--- src/sv/gtg_isqrt.sv ---
`default_nettype none
module gtg_isqrt #(
   parameter int RAD_WIDTH = 36
) (
   input  wire logic                   clock,
   input  wire logic                   reset,
   input  wire logic                   start,
   input  wire logic [RAD_WIDTH-1:0]   radicand,
   output logic                        done,
   output logic [RAD_WIDTH/2-1:0]      root
);

   localparam int HW = RAD_WIDTH / 2;
   localparam int NCW = $clog2(HW + 1);

   logic           busy_ff, busy_in;
   logic           done_ff, done_in;
   logic [NCW-1:0] cnt_ff, cnt_in;
   logic [RAD_WIDTH-1:0] n_ff, n_in;
   logic [HW:0]    rem_ff, rem_in;
   logic [HW-1:0]  root_ff, root_in;

   logic [HW+2:0]  rem_t;
   logic [HW+2:0]  trial;
   logic           ge;

   // two radicand bits per cycle, one root bit per cycle
   always_comb begin
      rem_t = {rem_ff, n_ff[RAD_WIDTH-1 -: 2]};
      trial = {1'b0, root_ff, 2'b01};
      ge = (rem_t >= trial);
      busy_in = busy_ff;
      done_in = 1'b0;
      cnt_in = cnt_ff;
      n_in = n_ff;
      rem_in = rem_ff;
      root_in = root_ff;
      if (start) begin
         busy_in = 1'b1;
         cnt_in = '0;
         n_in = radicand;
         rem_in = '0;
         root_in = '0;
      end else if (busy_ff) begin
         n_in = {n_ff[RAD_WIDTH-3:0], 2'b00};
         rem_in = ge ? (HW+1)'(rem_t - trial) : rem_t[HW:0];
         root_in = {root_ff[HW-2:0], ge};
         cnt_in = cnt_ff + NCW'(1);
         if (cnt_ff == NCW'(HW - 1)) begin
            busy_in = 1'b0;
            done_in = 1'b1;
         end
      end
   end

   always_ff @(posedge clock) begin
      if (reset) begin
         busy_ff <= 1'b0;
         done_ff <= 1'b0;
      end else begin
         busy_ff <= busy_in;
         done_ff <= done_in;
      end
      cnt_ff <= cnt_in;
      n_ff <= n_in;
      rem_ff <= rem_in;
      root_ff <= root_in;
   end

   assign done = done_ff;
   assign root = root_ff;

endmodule
`default_nettype wire
--- config.mk ---
export PLATFORM = sky130hd
export DESIGN_NAME = gtg_isqrt
export DESIGN_NICKNAME = d
export VERILOG_FILES = /design/src/sv/gtg_isqrt.sv
export SDC_FILE = /design/constraint.sdc
export NUM_CORES = 1
export LEC_CHECK = 0
export ABC_CLOCK_PERIOD_IN_PS = 6800
export BUFFER_PORTS_ARGS = -buffer_cell sky130_fd_sc_hd__buf_2
export CAP_MARGIN = 20
export CORE_ASPECT_RATIO = 2
export CORE_UTILIZATION = 60
export CTS_CLUSTER_SIZE = 24
export DETAILED_ROUTE_END_ITERATION = 12
export PLACE_DENSITY = 0.87
export SLEW_MARGIN = 0
export SYNTH_ARGS = -nofsm -noshare
export SYNTH_HDL_FRONTEND = slang
export SYNTH_SLANG_ARGS = --single-unit
--- constraint.sdc ---
create_clock -name clock -period 6.8 [get_ports clock]
set_clock_uncertainty 0.2 [all_clocks]
set_input_delay 0.34 -clock clock [delete_from_list [all_inputs] [get_ports clock]]
set_output_delay 0.34 -clock clock [all_outputs]
set_load 0.05 [all_outputs]
# --- Word level (Yosys, flattened, before mapping) ---
# Index checks and enable logic that the tools add are counted.
word_totals:
  regBits: 80
  ramBits: 0
  input_bits: 39
  mem_bits_ro: 0
  output_inout_bits: 19
  n_memories: 0
  wordCells: 20
  latchBits: 0
classes:
  n_shift: 0
  reduce_logical: 2
  add_sub_neg: 2
  n_mux: 7
  div: 0
  n_lt_le_gt_ge: 1
  n_bitwise: 1
  multipliers: 0
  eq_ne: 1
ops:
  columns: ["cell", "n"]
  rows:
  - ["2-to-1 mux 36 bit", 2]
  - ["greater-or-equal comparator 21 x 20 -> 1 bit", 1]
  - ["2-to-1 mux 19 bit", 1]
  - ["subtractor 19 bit", 1]
  - ["adder 5 x 1 -> 5 bit, second input constant", 1]
  - ["== test 5 bit, second input constant", 1]
  - ["2-to-1 mux 1 bit", 4]
  - ["OR reduction 3 bit", 1]
  - ["nonzero test 2 bit", 1]
  - ["NOT 1 bit", 1]

# --- Longest topological paths before layout ---
depth:
  ltp_word: 4
  depth_mapped: 11
  depth_no_buf: 9

# --- Least setup slack after synthesis ---
# No wires, ideal clock.
synth_timing:
  path_type: "flip-flop to flip-flop"
  from: "register root_ff[12] (netlist: root[12])"
  to: "register rem_ff[16]"
  stages_incl_launch_ff: 12
  period_less_slack_ns: 2.994
  path_buffers: 2
  setup_time_ns: 0.122
  arrival_time_ns: 2.672
  path_slack_ns: 3.806
  required_ns: 6.478
  cell_sequence: "dfxtp_1 > inv_1 > ha_1 > buf_6 > nand3_2 > or4_4 > o21bai_4 > nor2_2 > a21o_1 > buf_6 > and3_1 > a221o_1"
synth_via:
  elab_chain_len: 2
synth_rtl:
  columns: ["element", "line", "text"]
  rows:
  - ["from (decl)", "21", "logic [HW-1:0] root_ff, root_in;"]
  - ["from (signal assigned)", "67", "root_ff <= root_in;"]
  - ["subtractor 19 bit / greater-or-equal comparator 21 x 20 -> 1 bit (equally long branches)", "46, 31", null]
  - ["2-to-1 mux 19 bit *", "46", "rem_in = ge ? (HW+1)'(rem_t - trial) : rem_t[HW:0];"]
  - ["to (signal assigned)", "66", "rem_ff <= rem_in;"]
  - ["to (decl)", "20", "logic [HW:0] rem_ff, rem_in;"]
# Mark *: on every way between the ends. The rest lies on a longest branch, timed or not.
# A chain may end at the register's enable or synchronous reset.

# --- Worst setup path in the final report ---
layout_timing:
  from: "register root_ff[2] (netlist: root[2])"
  to: "register rem_ff[12]"
# The elaborated chain is that of the path after synthesis.

==> results.tsv <==
metric	value	unit
status	completed	
Final HPWL DP	6318	um
FF-to-FF End	rem_ff[12]	
H-tree levels	3	
I/O pins	58	
vias in the first global route	3269	
pwr/cell area	445.2	nW/um^2
share of cells above drive strength 1	25.86	%
met2 WL	4798	um
fin crit period	3.093	ns
DRT Pass-1 Iters	7	
P&R area growth vs syn	14.64	%
global-route wire length before repair	14080	um
setup TNS	0	ns
Reg clk slew, reported paths	0.06	ns
Final Max Slew Viols	0	
share of the yosys chip area belonging to registers	45.82	%
top cell type's share of synthesized area	25.25	%
Overflow after GRT	0	
Hold Fails Final Rpt	0	
Hold Path Stages	2	
row count	43	
gr usage total	26.00	%
GPL Wtd Cong	0.9591	
CP delay by family, top	compound AO/OA/AOI/OAI gates	
area occupied by multi-input gates	2106	um^2
fmax	323.4	MHz
Synth area leader	edfxtp_1	
Critical path buffers and inverters	1	
cell area after layout	4908	um^2
Critical Path RT	6.85	ns
Post-synth top flop	dfxtp_1	
worst-case reg-to-reg path depth	9	
R2R Setup Slk	3.71	ns
Seq. cell area	1962	um^2
RSZ-0062 raised after global routing	false	
leak pwr	2.084	nW
average wire per standard cell	15.99	um
Chip Height	121.5	um
ant diodes	0	
largest net degree at the start of global routing	69	
Post-synth EDFFs	36	
fillers	474	
Worst EP arrival	3.14	ns
Finish-stage setup viols	0	
final period utilization	45.48	%
Die Area	7498	um^2
Post-Syn Nets	467	
CTS tree	built	
synth top area cells	edfxtp_1, dfxtp_1, mux2_2	
Total Wirelength	8857	um
yosys warns	0	
Worst Setup Path Type	register to register	
Worst Tran Pin Value	0.9040	ns
CORE AREA	6940	um^2
CP cell instances	inv_1 > ha_1 > nand2_2 > o31ai_4 > o211ai_2 > a311o_1 > a21oi_4 > o311ai_1 > a311oi_1	
worst skew pair latency	0.34	ns
hold path start	radicand[1]	
Seq cells post-synth	80	
Post-DRT Antenna Nets	0	
# DRC	0	
Crit-path slowest cell	a21oi_4	
initial DRC count	135	
worst r2r src	root[2]	
Top Metal Used	met4	
Post-CTS Repair Setup Buffers	0	
DIE WIDTH	61.73	um
number of CTS-inserted buffers	9	
CP Launch Type	register	
Yosys cell types	55	
Synth Instances	406	
initial antenna violation count	0	
met1 wire length	3235	um
via count	3217	
CTS Sinks	80	
max-cap viol count	0	
area post-placement	4601	um^2
Hold Path End	n_ff[1]	
CP Capture Type	register	
Final nets	520	
fraction of registers with async set/reset	0	%
Avg Vias per Cell	5.807	
peak supply drop	0.2622	mV
critical path fanouts, max	15	
Post-Syn Area	4282	um^2
Initial Utilization	61.69	%
Tightest Hold Check Type	primary input to register	
CTS max path bufs	2	
final core occ	70.72	%
CP peak stage delay	0.54	ns
Slew headroom	39.65	%
IO buf count	57	
Syn Area/Cell	10.55	um^2
clock root cell	clkbuf_16	
WL met3	446	um
## cell usage in the layout, fill, tap and decap left out, types with 3 or more instances in the layout
cell type	n
buf_2	57
dfxtp_1	44
nor2_1	38
edfxtp_1	36
mux2_2	34
nand2_1	29
inv_1	28
mux2i_1	28
ha_1	22
a21oi_1	18
o21ai_0	12
xnor2_1	10
o21ai_1	10
clkbuf_16	9
xor2_1	8
a21o_1	7
a31oi_1	6
a32oi_1	5
nand4_1	5
a211oi_1	4
buf_4	4
nand2b_1	3
nor3_1	3
nand3_1	3
clkinv_4	3
## cell type report
| class | instances | share of cell area [%] |
|---|---|---|
| repair buffers | 62 | 6.628 |
| multi-input cells | 278 | 42.90 |
| clock buffers | 9 | 4.588 |
| inverters | 28 | 2.141 |
| well taps | 90 | 2.294 |
| clock inverters | 7 | 1.478 |
| flip-flops and latches | 80 | 39.97 |
## cell usage after synthesis (3+ instances only)
cell / count
a211oi_1: 4
a21o_1: 7
a21oi_1: 18
a31oi_1: 6
a32oi_1: 5
buf_1: 5
clkbuf_1: 10
dfxtp_1: 44
edfxtp_1: 36
ha_1: 22
inv_1: 28
mux2_2: 34
mux2i_1: 28
nand2_1: 29
nand2b_1: 3
nand3_1: 3
nand4_1: 5
nor2_1: 38
nor3_1: 3
o21ai_0: 12
o21ai_1: 10
xnor2_1: 10
xor2_1: 8
## through the flow
step / setup slack, ns / std cells / hold slack (ns) / total power [mW]
6_report: 3.707 / 554 / 0.08943 / 2.185
5_1_grt: 3.504 / 554 / 0.09118 / 2.303
4_1_cts: 3.725 / 554 / 0.08755 / 2.173
3_5_place_dp: 3.737 / 537 / 0.2625 / 1.684
3_3_place_gp: 3.872 / 537 / 0.2557 / 1.645
2_1_floorplan: 3.806 / 406 / 0.2124 / 1.535
## flip-flops by register name (all words and copies together) (netlist names)
signal / flops
root: 18
n_ff: 36
rem_ff: 19
done: 1
busy_ff: 1
cnt_ff: 5
## worst register-to-register path: stages (launching register included)
cell      delay, ns
dfxtp_1        0.37
inv_1          0.06
ha_1           0.37
nand2_2        0.10
o31ai_4        0.33
o211ai_2       0.13
a311o_1        0.36
a21oi_4        0.54
o311ai_1       0.23
a311oi_1       0.30
## routing by layer
layer  up-vias  global-route usage (%)
li1       1574                       -
met4         0                   18.06
met3        31                   5.970
met1      1502                   26.05
met5         -                       0
met2       110                   44.49
## worst max-delay path by stage
| stage | start | endpoint | slack [ns] | cells after the start |
|---|---|---|---|---|
| 2_1_floorplan | root[12] | rem_ff[16] | 3.81 | 11 |
| 3_3_place_gp | root[12] | rem_ff[3] | 3.87 | 9 |
| 5_1_grt | root[2] | rem_ff[12] | 3.50 | 9 |
| 4_1_cts | root[1] | rem_ff[12] | 3.73 | 9 |
| 3_5_place_dp | root[12] | rem_ff[12] | 3.74 | 9 |
| 6_report | root[2] | rem_ff[12] | 3.71 | 9 |
## power by group
group          switching (mW)  internal, mW
logic                   0.640         0.449
clock network           0.194         0.284
registers              0.0453         0.573
## cell families after synthesis
family / count (synthesis) / synth area share [%]
DFF: 80 / 45.82
xor gates and xnor gates: 18 / 3.682
buffers and inverters: 48 / 4.997
muxes: 62 / 15.49
AOI/OAI and AO/OA: 80 / 13.09
and+or+nand+nor: 96 / 10.49
adders and majority gates: 22 / 6.429
## timing repair
item | CTS | global route
gates resized for setup | 0 | 0
hold endpoints to repair | 2 | 0
hold buffers | 1 | 0
No activity file was read; power rests on OpenSTA's default activity.
